## src/mlxf_pkg.sv

```systemverilog
// Shared constants and controller/datapath interface types for the frame receiver.
`timescale 1ns / 1ps

package mlxf_pkg;

    localparam int MAX_PAYLOAD = 28;
    localparam int STORE_ADDR_W = $clog2(MAX_PAYLOAD);

    localparam int BYTE_W = 8;
    localparam int POS_W = 6;
    localparam int KIND_W = 2;

    localparam logic [BYTE_W-1:0] SYNC_RESET = 8'hAA;
    localparam logic [BYTE_W-1:0] CHECK_MASK = 8'h7F;

    localparam logic [KIND_W-1:0] KIND_FRAME = 2'd0;
    localparam logic [KIND_W-1:0] KIND_BAD_CHECK = 2'd1;
    localparam logic [KIND_W-1:0] KIND_TOO_LONG = 2'd2;

    typedef struct packed {
        logic              sync_clear;
        logic              load_cmd;
        logic              load_len;
        logic              store_byte;
        logic              set_result;
        logic [KIND_W-1:0] result_kind;
        logic              start_read;
        logic              next_read;
        logic              load_elem;
    } ctrl_cmd_t;

    typedef struct packed {
        logic is_sync;
        logic len_zero;
        logic len_big;
        logic more;
        logic check_ok;
        logic pos_zero;
        logic out_last;
    } dp_status_t;

endpackage

```

## src/magic_length_xor_frame_receiver.sv

```systemverilog
// Top level of the sync-byte framed receiver with 7-bit XOR check.
//
// Bytes enter on the s_ stream one request at a time. A byte equal to the
// sync register starts a frame anywhere; then come command, length L, L-1
// payload bytes (up to the store depth) and a check byte equal to the payload
// XOR masked to 7 bits. Bytes are taken back to back while parsing; a byte
// that completes a frame blocks the input until all its results have been taken.
// A good frame leaves the m_ stream as one request per payload byte, tlast on
// the final one; an empty frame, a check mismatch (tuser 1) or a length beyond
// the store (tuser 2) leave as one request with tlast set.
// A single result is shown in the cycle after the completing byte; for payload
// runs each element is read from the store in a load state and then loaded into
// the output register before it is shown, and each request holds until m_tready.
// While a result waits on m_tready, the output request holds and s_tready stays low.
// Reset clears the parser to wait for sync and sets the sync value to 0xAA;
// cfg_wr_en loads a new sync value while the block is idle; the user is bound to this, the block does not enforce it.
`timescale 1ns / 1ps

module magic_length_xor_frame_receiver (
    input  logic        aclk,
    input  logic        aresetn,
    input  logic        cfg_wr_en,
    input  logic [7:0]  cfg_wr_data,  // sync_value
    input  logic        s_tvalid,
    output logic        s_tready,
    input  logic [7:0]  s_tdata,      // rx_byte
    output logic        m_tvalid,
    input  logic        m_tready,
    output logic [31:0] m_tdata,      // command, frame_len, index, payload_byte, zero pad
    output logic [1:0]  m_tuser,      // kind
    output logic        m_tlast
);

    import mlxf_pkg::*;

    ctrl_cmd_t         cmd;
    dp_status_t        status;
    logic [KIND_W-1:0] kind;
    logic [BYTE_W-1:0] command;
    logic [BYTE_W-1:0] frame_len;
    logic [POS_W-1:0]  index;
    logic [BYTE_W-1:0] payload_byte;
    logic              last;

    mlxf_ctrl u_ctrl (
        .aclk     (aclk),
        .aresetn  (aresetn),
        .rx_valid (s_tvalid),
        .rx_ready (s_tready),
        .res_valid(m_tvalid),
        .res_ready(m_tready),
        .status   (status),
        .cmd      (cmd)
    );

    mlxf_datapath u_datapath (
        .aclk        (aclk),
        .aresetn     (aresetn),
        .cfg_wr_en   (cfg_wr_en),
        .cfg_wr_data (cfg_wr_data),
        .rx_byte     (s_tdata),
        .cmd         (cmd),
        .status      (status),
        .kind        (kind),
        .command     (command),
        .frame_len   (frame_len),
        .index       (index),
        .payload_byte(payload_byte),
        .last        (last)
    );

    assign m_tdata = {2'b00, payload_byte, index, frame_len, command};
    assign m_tuser = kind;
    assign m_tlast = last;

endmodule

```

## src/mlxf_ram.sv

```systemverilog
// Generic single-port-write, registered-read RAM.
`timescale 1ns / 1ps

module mlxf_ram #(
    parameter int WIDTH = 8,
    parameter int DEPTH = 28
) (
    input  logic                     aclk,
    input  logic                     wr_en,
    input  logic [$clog2(DEPTH)-1:0] wr_addr,
    input  logic [WIDTH-1:0]         wr_data,
    input  logic [$clog2(DEPTH)-1:0] rd_addr,
    output logic [WIDTH-1:0]         rd_data
);

    logic [WIDTH-1:0] mem_reg [DEPTH];
    logic [WIDTH-1:0] rd_data_reg;

    always_ff @(posedge aclk) begin
        if (wr_en) begin
            mem_reg[wr_addr] <= wr_data;
        end
        rd_data_reg <= mem_reg[rd_addr];
    end

    assign rd_data = rd_data_reg;

endmodule

```

## src/mlxf_datapath.sv

```systemverilog
// Frame datapath: header registers, running check, payload store and output register.
`timescale 1ns / 1ps

module mlxf_datapath (
    input  logic                       aclk,
    input  logic                       aresetn,
    input  logic                       cfg_wr_en,
    input  logic [mlxf_pkg::BYTE_W-1:0] cfg_wr_data,
    input  logic [mlxf_pkg::BYTE_W-1:0] rx_byte,
    input  mlxf_pkg::ctrl_cmd_t        cmd,
    output mlxf_pkg::dp_status_t       status,
    output logic [mlxf_pkg::KIND_W-1:0] kind,
    output logic [mlxf_pkg::BYTE_W-1:0] command,
    output logic [mlxf_pkg::BYTE_W-1:0] frame_len,
    output logic [mlxf_pkg::POS_W-1:0]  index,
    output logic [mlxf_pkg::BYTE_W-1:0] payload_byte,
    output logic                       last
);

    import mlxf_pkg::*;

    logic [BYTE_W-1:0] sync_reg;
    logic [BYTE_W-1:0] cmd_reg, cmd_next;
    logic [BYTE_W-1:0] len_reg, len_next;
    logic [BYTE_W-1:0] xor_reg, xor_next;
    logic [POS_W-1:0]  pos_reg, pos_next;
    logic [POS_W-1:0]  rd_idx_reg, rd_idx_next;
    logic [KIND_W-1:0] kind_reg, kind_next;
    logic [POS_W-1:0]  index_reg, index_next;
    logic [BYTE_W-1:0] data_reg, data_next;
    logic              last_reg, last_next;
    logic [BYTE_W-1:0] ram_rd_data;
    logic              rd_last;

    always_ff @(posedge aclk) begin
        if (!aresetn) begin
            sync_reg <= SYNC_RESET;
        end else if (cfg_wr_en) begin
            sync_reg <= cfg_wr_data;
        end
    end

    always_ff @(posedge aclk) begin
        if (!aresetn) begin
            cmd_reg    <= '0;
            len_reg    <= '0;
            xor_reg    <= '0;
            pos_reg    <= '0;
            rd_idx_reg <= '0;
        end else begin
            cmd_reg    <= cmd_next;
            len_reg    <= len_next;
            xor_reg    <= xor_next;
            pos_reg    <= pos_next;
            rd_idx_reg <= rd_idx_next;
        end
    end

    always_ff @(posedge aclk) begin
        kind_reg  <= kind_next;
        index_reg <= index_next;
        data_reg  <= data_next;
        last_reg  <= last_next;
    end

    assign rd_last = (rd_idx_reg + POS_W'(1)) == pos_reg;

    always_comb begin
        cmd_next    = cmd_reg;
        len_next    = len_reg;
        xor_next    = xor_reg;
        pos_next    = pos_reg;
        rd_idx_next = rd_idx_reg;
        kind_next   = kind_reg;
        index_next  = index_reg;
        data_next   = data_reg;
        last_next   = last_reg;

        if (cmd.sync_clear || cmd.load_len) begin
            pos_next = '0;
            xor_next = '0;
        end
        if (cmd.load_cmd) begin
            cmd_next = rx_byte;
        end
        if (cmd.load_len) begin
            len_next = rx_byte;
        end
        if (cmd.store_byte) begin
            xor_next = xor_reg ^ rx_byte;
            pos_next = pos_reg + POS_W'(1);
        end
        if (cmd.start_read) begin
            rd_idx_next = '0;
        end else if (cmd.next_read) begin
            rd_idx_next = rd_idx_reg + POS_W'(1);
        end
        if (cmd.set_result) begin
            kind_next  = cmd.result_kind;
            index_next = '0;
            data_next  = '0;
            last_next  = 1'b1;
        end else if (cmd.load_elem) begin
            kind_next  = KIND_FRAME;
            index_next = rd_idx_reg;
            data_next  = ram_rd_data;
            last_next  = rd_last;
        end
    end

    mlxf_ram #(
        .WIDTH(BYTE_W),
        .DEPTH(MAX_PAYLOAD)
    ) u_store (
        .aclk   (aclk),
        .wr_en  (cmd.store_byte),
        .wr_addr(pos_reg[STORE_ADDR_W-1:0]),
        .wr_data(rx_byte),
        .rd_addr(rd_idx_next[STORE_ADDR_W-1:0]),
        .rd_data(ram_rd_data)
    );

    always_comb begin
        status.is_sync  = rx_byte == sync_reg;
        status.len_zero = rx_byte == '0;
        status.len_big  = (rx_byte - BYTE_W'(1)) > BYTE_W'(MAX_PAYLOAD);
        status.more     = ({{(BYTE_W-POS_W){1'b0}}, pos_reg} < (len_reg - BYTE_W'(1)))
                          && (pos_reg < POS_W'(MAX_PAYLOAD));
        status.check_ok = rx_byte == (xor_reg & CHECK_MASK);
        status.pos_zero = pos_reg == '0;
        status.out_last = last_reg;
    end

    assign kind         = kind_reg;
    assign command      = cmd_reg;
    assign frame_len    = len_reg;
    assign index        = index_reg;
    assign payload_byte = data_reg;
    assign last         = last_reg;

endmodule

```

## src/mlxf_ctrl.sv

```systemverilog
// Frame controller: parses sync, command, length, payload and check, then drains results.
`timescale 1ns / 1ps

module mlxf_ctrl (
    input  logic                 aclk,
    input  logic                 aresetn,
    input  logic                 rx_valid,
    output logic                 rx_ready,
    output logic                 res_valid,
    input  logic                 res_ready,
    input  mlxf_pkg::dp_status_t status,
    output mlxf_pkg::ctrl_cmd_t  cmd
);

    import mlxf_pkg::*;

    localparam logic [2:0] ST_IDLE = 3'd0;
    localparam logic [2:0] ST_CMD  = 3'd1;
    localparam logic [2:0] ST_LEN  = 3'd2;
    localparam logic [2:0] ST_DATA = 3'd3;
    localparam logic [2:0] ST_LOAD = 3'd4;
    localparam logic [2:0] ST_SEND = 3'd5;

    logic [2:0] state_reg, state_next;
    logic       rx_fire;

    always_ff @(posedge aclk) begin
        if (!aresetn) begin
            state_reg <= ST_IDLE;
        end else begin
            state_reg <= state_next;
        end
    end

    assign rx_ready  = (state_reg == ST_IDLE) || (state_reg == ST_CMD)
                       || (state_reg == ST_LEN) || (state_reg == ST_DATA);
    assign res_valid = state_reg == ST_SEND;
    assign rx_fire   = rx_valid && rx_ready;

    always_comb begin
        state_next = state_reg;
        cmd        = '0;

        unique case (state_reg)
            ST_IDLE, ST_CMD, ST_LEN, ST_DATA: begin
                if (rx_fire) begin
                    if (status.is_sync) begin
                        cmd.sync_clear = 1'b1;
                        state_next     = ST_CMD;
                    end else begin
                        unique case (state_reg)
                            ST_CMD: begin
                                cmd.load_cmd = 1'b1;
                                state_next   = ST_LEN;
                            end
                            ST_LEN: begin
                                cmd.load_len = 1'b1;
                                priority if (status.len_zero) begin
                                    cmd.set_result  = 1'b1;
                                    cmd.result_kind = KIND_FRAME;
                                    state_next      = ST_SEND;
                                end else if (status.len_big) begin
                                    cmd.set_result  = 1'b1;
                                    cmd.result_kind = KIND_TOO_LONG;
                                    state_next      = ST_SEND;
                                end else begin
                                    state_next = ST_DATA;
                                end
                            end
                            ST_DATA: begin
                                priority if (status.more) begin
                                    cmd.store_byte = 1'b1;
                                end else if (!status.check_ok) begin
                                    cmd.set_result  = 1'b1;
                                    cmd.result_kind = KIND_BAD_CHECK;
                                    state_next      = ST_SEND;
                                end else if (status.pos_zero) begin
                                    cmd.set_result  = 1'b1;
                                    cmd.result_kind = KIND_FRAME;
                                    state_next      = ST_SEND;
                                end else begin
                                    cmd.start_read = 1'b1;
                                    state_next     = ST_LOAD;
                                end
                            end
                            default: begin
                                state_next = ST_IDLE;
                            end
                        endcase
                    end
                end
            end
            ST_LOAD: begin
                cmd.load_elem = 1'b1;
                state_next    = ST_SEND;
            end
            ST_SEND: begin
                if (res_ready) begin
                    if (status.out_last) begin
                        state_next = ST_IDLE;
                    end else begin
                        cmd.next_read = 1'b1;
                        state_next    = ST_LOAD;
                    end
                end
            end
            default: begin
                state_next = ST_IDLE;
            end
        endcase
    end

endmodule
```

## config.mk

```make
export PLATFORM = sky130hd
export DESIGN_NAME = magic_length_xor_frame_receiver
export DESIGN_NICKNAME = d
export VERILOG_FILES = /design/src/mlxf_pkg.sv /design/src/magic_length_xor_frame_receiver.sv /design/src/mlxf_ram.sv /design/src/mlxf_datapath.sv /design/src/mlxf_ctrl.sv
export SDC_FILE = /design/constraint.sdc
export NUM_CORES = 1
export LEC_CHECK = 0
export BUFFER_PORTS_ARGS = -buffer_cell sky130_fd_sc_hd__buf_4
export CORE_MARGIN = 5
export CORE_UTILIZATION = 35
export CTS_CLUSTER_DIAMETER = 40
export DETAILED_ROUTE_END_ITERATION = 10
export GPL_TIMING_DRIVEN = 0
export PLACE_DENSITY = 0.5
export SLEW_MARGIN = 10
export SYNTH_ARGS = -nofsm -noshare
export SYNTH_HDL_FRONTEND = slang
export SYNTH_SLANG_ARGS = --single-unit
```

## constraint.sdc

```tcl
create_clock -name aclk -period 5.5 [get_ports aclk]
set_clock_uncertainty 0.1 [all_clocks]
set_input_delay 1.1 -clock aclk [delete_from_list [all_inputs] [get_ports aclk]]
set_output_delay 1.1 -clock aclk [all_outputs]
set_load 0.1 [all_outputs]
```

==> Word level (Yosys, flattened, before mapping) <==
Memories as Yosys holds them, arrays and structs flattened. A register that Yosys moved wholly into a read port is not among the register bits.
Cells that the tools add are included.
{ "totals": {"regBits": 64, "ramBits": 224, "elab_cells": 89, "memories": 1, "inputBits": 21} }
{ "memory_table": {"columns": ["memory", "depth", "word_bits", "rd", "rd_clocked_by_memory_dff", "wr", "line_no", "text"], "rows": [
  ["u_datapath.u_store.mem_reg", 28, 8, 1, 1, 1, "mlxf_ram.sv:16", "logic [WIDTH-1:0] mem_reg [DEPTH];"]
]} }
{ "op_classes": {"order_cmp": 3, "eq_ne": 11, "n_addsub": 4, "mux": 42, "n_bitwise": 2, "reduce_logical": 14} }
{ "ops": {"columns": ["operator", "n"], "rows": [
  ["3-bit two-way mux", 11],
  ["8-bit two-way mux", 4],
  ["3-bit one-hot mux with 3 select lines", 2],
  ["1-bit two-way mux", 16],
  ["8-bit by 1-bit subtractor with 8-bit output (second input constant)", 2],
  ["6-bit by 1-bit adder with 6-bit output (second input constant)", 2],
  ["6-bit two-way mux", 2],
  ["5-bit two-way mux", 2],
  ["8-bit by 7-bit equality test with 1-bit output", 1],
  ["8-bit equality test", 1],
  ["8-bit by 5-bit > comparator with 1-bit output (second input constant)", 1],
  ["8-bit logical NOT", 1],
  ["6-bit by 8-bit less-than comparator with 1-bit output", 1],
  ["8-bit XOR", 1],
  ["7-bit two-way mux", 1],
  ["3-bit by 2-bit equality test with 1-bit output (second input constant)", 2],
  ["3-bit equality test (second input constant)", 2],
  ["6-bit equality test", 1],
  ["6-bit logical NOT", 1],
  ["6-bit by 5-bit less-than comparator with 1-bit output (second input constant)", 1],
  ["3-bit one-hot mux with 2 select lines", 1],
  ["1-bit logical OR", 4],
  ["2-bit two-way mux", 2],
  ["4-bit two-way mux", 1],
  ["10 further kinds", 13]
]} }

==> Logic depth before layout (Yosys ltp) <==
Gate-level depths: netlist of run 1.
{ "logic_depth": {"word_depth": 11, "mapped_depth": 16} }

==> Cells and area by module <==
A second synthesis of run 1 with hierarchy kept.
{ "unflattened": {"hier_cells": 845, "hier_area_um2": 12390.6} }
{ "modules_own_cells": {"columns": ["mod", "instances", "seq_area_each_um2", "area_each_um2", "cells_per_inst"], "rows": [
  ["mlxf_ram", 1, 6886.6, 9008.6, 470],
  ["mlxf_datapath", 1, 1221.2, 3022.9, 327],
  ["mlxf_ctrl", 1, 60.1, 340.3, 45],
  ["magic_length_xor_frame_receiver", 1, 0.0, 18.8, 3]
]} }

==> Worst setup path after synthesis of run 1 <==
Ideal clock, no wire load.
{ "synth_timing": {"path_kind": "flip-flop to flip-flop", "startpoint": "reg u_datapath.len_reg[0] (netlist: u_datapath.frame_len[0])", "endpoint": "mem u_datapath.u_store.mem_reg[12][0], enable pin", "arrival_time_ns": 4.177, "slack_ns": 0.839, "required_ns": 5.017, "path_buffers": 1, "period_less_slack_ns": 4.661, "stages_incl_launch_ff": 15, "path_cell_list": "dfxtp_1 > inv_1 > ha_1 > nand2b_1 > nor2_1 > xnor2_1 > ha_1 > o2111ai_1 > a21oi_1 > nor4b_1 > o211ai_1 > nor2_1 > clkbuf_1 > nand2_1 > nor3_1"} }
{ "synth_via": {"elab_chain_len": 10} }
{ "synth_lines": {"columns": ["item", "line_no", "text"], "rows": [
  ["start, declared", "mlxf_datapath.sv:24", "logic [BYTE_W-1:0] len_reg, len_next;"],
  ["start signal, assigned", "mlxf_datapath.sv:52", "len_reg <= len_next;"],
  ["8-bit by 1-bit subtractor with 8-bit output", "mlxf_datapath.sv:127", "status.more = ({{(BYTE_W-POS_W){1'b0}}, pos_reg} < (len_reg - BYTE_W'(1)))"],
  ["6-bit by 8-bit less-than comparator with 1-bit output", "mlxf_datapath.sv:127", null],
  ["1-bit logical AND", "mlxf_datapath.sv:128", "&& (pos_reg < POS_W'(MAX_PAYLOAD));"],
  ["1-bit two-way mux", "mlxf_ctrl.sv:71", "priority if (status.more) begin"],
  ["1-bit two-way mux", "mlxf_ctrl.sv:51", "unique case (state_reg)"],
  ["7-bit two-way mux", "mlxf_ctrl.sv:47", "if (status.is_sync) begin"],
  ["8-bit two-way mux", "mlxf_ctrl.sv:46", "if (rx_fire) begin"],
  ["8-bit two-way mux", "mlxf_ctrl.sv:44", "unique case (state_reg)"],
  ["1-bit two-way mux", "mlxf_ram.sv:20", "if (wr_en) begin"],
  ["1-bit two-way mux (not written as such)", "mlxf_ram.sv:21", "mem_reg[wr_addr] <= wr_data;"],
  ["end, declared", "mlxf_ram.sv:16", null]
]} }
No other way between the ends.

==> Final worst setup path of run 1 <==
{ "layout_timing": {"startpoint": "reg u_datapath.len_reg[0] (netlist: u_datapath.frame_len[0])", "endpoint": "mem u_datapath.u_store.mem_reg[18][5], enable pin"} }
Same word-level chain as after synthesis.

==> results of run 1 <==
==> synthesized netlist by cell type, types with 12 or more instances <==
library cell	number
a41oi_1	13
a31oi_1	19
clkbuf_1	49
o21ai_0	21
o221ai_1	36
a21oi_1	28
xor2_1	12
dfxtp_1	69
edfxtp_1	226
a221oi_1	16
nor2b_1	26
and3_1	20
nand2_1	142
nand3_1	14
nor2_1	47
mux2i_1	34
xnor2_1	20
==> power by group <==
group / switching, uW / internal (uW)
combinational: 178 / 48.8
clock: 1070 / 1700
sequential: 9.98 / 2410
total: 1260 / 4160
==> cell families (layout without fill, tap and decap cells) <==
| logic type | Yosys count | count (layout) | share of synthesized area (%) |
|---|---|---|---|
| XOR/XNOR | 32 | 32 | 2.23 |
| multiplexers | 43 | 43 | 4.24 |
| AO/OA/AOI/OAI | 220 | 220 | 12.9 |
| AND/OR/NAND/NOR | 307 | 307 | 11.8 |
| adder cells (fa/ha/maj) | 11 | 11 | 1.10 |
| other | 1 | 2 | 0.0299 |
| flip-flops | 295 | 295 | 65.1 |
| buffers and inverters | 79 | 213 | 2.66 |
==> worst max-delay path, stage by stage, from the launching register on <==
cell      delay, ps
dfxtp_1         420
inv_1            70
ha_1            230
nand2b_1        160
nor2_1           70
xnor2_1         130
ha_1            310
o21ai_0         190
nor2_1           70
nor4b_1         570
o211ai_1        260
nor2_1          470
clkbuf_1        450
nand2_1         470
nor2_1          790
==> worst max-delay path by stage <==
stage,end,slack [ps],cells after the start
2_1_floorplan,u_datapath.u_store.mem_reg[12][0],840,14
3_3_place_gp,u_datapath.u_store.mem_reg[14][7],-50,10
3_5_place_dp,u_datapath.u_store.mem_reg[13][7],-70,10
4_1_cts,u_datapath.u_store.mem_reg[13][1],120,14
5_1_grt,u_datapath.u_store.mem_reg[4][5],40,14
6_report,u_datapath.u_store.mem_reg[18][5],380,14
==> final cells by class <==
type	instances	area, um^2
Fill cell	3357	20500
Sequential cell	295	8170
Multi-Input combinational cell	615	4060
Clock buffer	52	1170
Tap cell	461	577
Timing Repair Buffer	53	398
Clock inverter	29	304
Buffer	65	282
Inverter	14	52.6
==> layout by cell type (no fill, tap or decap), drive strengths merged, types with 11 or more instances in the layout <==
cell and n:
nor2 48, and3 20, mux2i 34, o221ai 36
o21ai 29, clkinv 12, xnor2 20, a31oi 19
a41oi 13, o22ai 11, xor2 12, inv 23
dfxtp 69, a221oi 16, a21oi 28, nor2b 26
buf 69, and2 11, clkbuf 101, edfxtp 226
nand3 14, ha 11, nand2 142, nor3 12
==> routing by layer <==
layer	vias up	routed length (um)	global-route usage, %
met2	232	17200	29.6
met1	4217	16100	24.8
li1	3986	-	-
met5	-	0	0
met4	0	971	5.29
met3	60	1620	2.50
==> through the flow <==
step	instance area (um^2)	cells	utilization [%]	TNS, ps
final	15000	1584	42.3	0
after global routing	15000	1584	42.3	0
after CTS	15000	1584	42.3	0
after detailed placement	13500	1503	38.1	-908
after global placement	13500	1503	38.1	-802
after floorplan	12500	989	-	0
==> timing repair <==
action,CTS,global route
setup endpoints to repair,0,24
gates resized for setup,0,3
setup buffers,0,0
==> results.tsv, run 1 <==
metric	value	unit
async_reset_ff_share	0	%
hp-class	flip-flop to flip-flop	
drive_gt1_share	14.2	%
cts_tree	built	
start_util	35.4	%
synth-main-ff-cell	edfxtp_1	
startpoint	u_datapath.frame_len[0]	
worst_pin_slew	998	ps
grt_first_pass_wirelength	53700	um
grt_max_degree	34	
cts_max_level	2	
rsz0062_at_grt	false	
core_region_area	35500	um^2
drv_slew	0	
wl_per_cell	22.7	um
synth_top_area_share	54.1	%
syn_area_per_cell	12.7	um^2
syn_inst	988	
via_per_inst	5.36	
reg2reg_slack	380	ps
syn_to_final_growth	19.7	%
fp.dieH	199	um
worstReg2RegEnd	u_datapath.u_store.mem_reg[18][5]	
drv_cap	0	
finalSetupViolCount	0	
drtPass1Iterations	7	
antennaDiodeCount	0	
place_ws	-65.6	ps
cts.clk_slew.worst_paths	60	ps
path_max_fanout	10	
min_from	u_datapath.u_store.rd_data[4]	
pwr_density_cell	361	nW/um^2
drc	0	
ys_top_cells_by_area	edfxtp_1, dfxtp_1, nand2_1	
io_pins	58	
dieArea	39700	um^2
cts.sinks	295	
worstRegToRegCells	14	
drt-initial-drc-count	663	
synth_cell_types	73	
die_x	199	um
rows	69	
clk_latency	530	ps
cp-end-kind	flip-flop	
synth_edf_count	226	
largest_reg_flops	224	
worstHoldPathCells	2	
port-buffer-count	53	
synth_seq_area_share	65.1	%
max_slew_margin	33.0	%
netlist_area	12500	um^2
yosys.area.top_type	edfxtp_1	
antenna_found_initial	1	
path_class	flip-flop to flip-flop	
gr-total-overflow	0	
fin_hold_ws	339	ps
leakagePower	0.00542	uW
finalPower	5420	uW
finalCriticalPeriod	5120	ps
grt_pass1_vias	8520	
hpwl	23600	um
clockBufferDepth	3	
synth_seq_cells	295	
hold_end	u_datapath.payload_byte[4]	
r2r_start	u_datapath.frame_len[0]	
drtAntennaViolNets	0	
cts_buffers	45	
via_count	8495	
gp_congestion	0.903	
status	completed	
wl	35900	um
hold_viol_final	0	
hold_buffers	0	
yosysWarnings	0	
cts_root_buf	clkbuf_16	
fin_ws	375	ps
arrival	5180	ps
fin_crit_sh	93.2	%
layout.nets	1121	
worstSetupStartpointType	flip-flop	
track_usage	17.9	%
vdd_drop_max	0.208	mV
crit_required	5560	ps
fmax	195	MHz
(Power assumes the default switching activity.)
==> run 2: changes to the inputs <==
- clock period: 5.5 -> 5.2 ns (I/O delays scaled with it)
==> run 2 against run 1 <==
  * The flow now finishes with violations (setup timing)
  * Hold slack unchanged
  * Register-to-register slack worse by 380 ps
  * Worst setup slack lost 380 ps
==> results.tsv, run 2 (synthesis results as in run 1) <==
metric	value	unit	change
critical_path.top_delay_family	simple AND/OR/NAND/NOR gates		
worst_path_max_delay_cell	nor2_1		
grt_first_pass_wirelength	53700	um	about the same
max_stage_delay	800	ps	about the same
fmax	192	MHz	-1.6%
fp.dieH	199	um	unchanged
max_slew_margin	31.8	%	-1.1 points
place_ws	-306	ps	-240 ps
grt_max_degree	34		unchanged
vdd_drop_max	0.220	mV	+5.8%
path_buf_inv	2		unchanged
drt-initial-drc-count	703		+6.0%
cts.clk_slew.worst_paths	60	ps	about the same
drv_cap	0		unchanged
layout_commonest_cell	edfxtp_1		
fin_cells	1584		unchanged
hp-class	flip-flop to flip-flop		
fin_util	42.4	%	+0.12 points
layout.nets	1121		unchanged
path_max_fanout	10		unchanged
port-buffer-count	53		unchanged
pwr_density_cell	381	nW/um^2	+5.5%
cts_buffers	45		unchanged
crit_required	5260	ps	-300 ps
finalSetupViolCount	7		+7
start_util	35.4	%	unchanged
drtAntennaViolNets	0		unchanged
antennaDiodeCount	0		unchanged
grt_pass1_vias	8550		+0.35%
antenna_found_initial	1		unchanged
final_cell_mix	edfxtp_1, nand2_1, dfxtp_1		
numPlacedInstances	1503		unchanged
fin_crit_sh	100	%	+7.0 points
core_region_area	35500	um^2	unchanged
arrival	5260	ps	+80 ps
syn_to_final_growth	20.0	%	
cts_root_buf	clkbuf_16		
drv_slew	0		unchanged
path_class	flip-flop to flip-flop		
finalPower	5740	uW	+5.8%
gr-total-overflow	0		unchanged
clockBufferDepth	3		unchanged
cts.sinks	295		unchanged
seqCellArea	8170	um^2	unchanged
hold_viol_final	0		unchanged
finalCriticalPeriod	5210	ps	+82.8 ps
hpwl	23600	um	unchanged
cp-end-kind	flip-flop		
cts_max_level	2		unchanged
wl_per_cell	22.8	um	+0.48%
crit_path_frequent_cell	nor2_1		
wl	36100	um	+0.48%
dieArea	39700	um^2	unchanged
worst_pin_slew	1020	ps	+17.1 ps
drive_gt1_share	15.3	%	+1.1 points
clk_latency	530	ps	about the same
drtPass1Iterations	4		-3
rows	69		unchanged
fin_ws	-7.54	ps	-383 ps
io_pins	58		unchanged
via_count	8505		+0.12%
leakagePower	0.00541	uW	about the same
die_x	199	um	unchanged
worstSetupStartpointType	flip-flop		
drc	0		unchanged
crit_chain	inv_1 -> ha_1 -> nand2b_1 -> nor2_1 -> xnor2_1 -> ha_1 -> o21ai_0 -> nor2_1 -> nor4b_1 -> o211ai_1 -> nor2_1 -> clkbuf_1 -> nand2_1 -> nor2_1		
track_usage	17.9	%	about the same
cts_tree	built		
fin_hold_ws	339	ps	unchanged
rsz0062_at_grt	true		
multi_input_area	4100	um^2	+1.0%
gp_congestion	0.903		unchanged
violations	setup timing		
via_per_inst	5.37		+0.12%
largest_reg_flops	224		unchanged
status	complete, but fails checks		
fill_cells	3358		+0.030%
[run 2: changes by cell type in the layout (fill, tap and decap cells not counted)]
cell | before | now
nor2_1 | 47 | 35
nor3_4 | 0 | 2
nor2_2 | 1 | 13
nor3_2 | 4 | 2
[run 2: worst min-delay path: stages (launching register included)]
cell and delay, ps:
dfxtp_1 290, nand2_1 50, a21oi_1 50
[run 2: path summary, 6_finish.rpt]
| kind | from | end | slack (ps) | cells past startpoint |
|---|---|---|---|---|
| max reg2reg | u_datapath.frame_len[0] | u_datapath.u_store.mem_reg[26][4] | -8 | 14 |
| min | u_datapath.u_store.rd_data[4] | u_datapath.payload_byte[4] | 340 | 2 |
| max | u_datapath.frame_len[0] | u_datapath.u_store.mem_reg[26][4] | -8 | 14 |
| min reg2reg | u_datapath.u_store.rd_data[4] | u_datapath.payload_byte[4] | 340 | 2 |
[run 2: final cells by class]
| type | instances | area share (%) |
|---|---|---|
| Tap cell | 461 | 3.83 |
| Inverter | 14 | 0.349 |
| Clock buffer | 52 | 7.79 |
| Timing Repair Buffer | 53 | 2.64 |
| Sequential cell | 295 | 54.2 |
| Multi-Input combinational cell | 615 | 27.3 |
| Clock inverter | 29 | 2.02 |
| Buffer | 65 | 1.87 |
[run 2: power breakdown]
part | leakage [uW] | switching, uW | internal [uW]
Sequential | 0.00260 | 10.6 | 2550
Clock | 0.000705 | 1140 | 1800
Combinational | 0.00211 | 188 | 51.6
Total | 0.00541 | 1340 | 4400
[run 2: repair_timing]
action	4_1_cts	5_1_grt
setup buffers	0	0
setup endpoints to repair	24	168
resized for setup	3	14
hold buffers	0	0
[run 2: through the flow]
step                      cell area [um^2]  TNS (ps)
after global placement               13500     -6510
after CTS                            15000         0
final                                15100     -30.2
after floorplan                      12500         0
after detailed placement             13500     -8580
after global routing                 15100    -12410
[run 2: layer usage]
metal / global-route usage, % / vias to the layer above / share of wire, %
met3: 2.51 / 61 / 4.0
met4: 5.70 / 0 / 2.7
met2: 29.5 / 197 / 48
met1: 24.7 / 4258 / 46
li1: - / 3989 / -
met5: 0 / - / 0
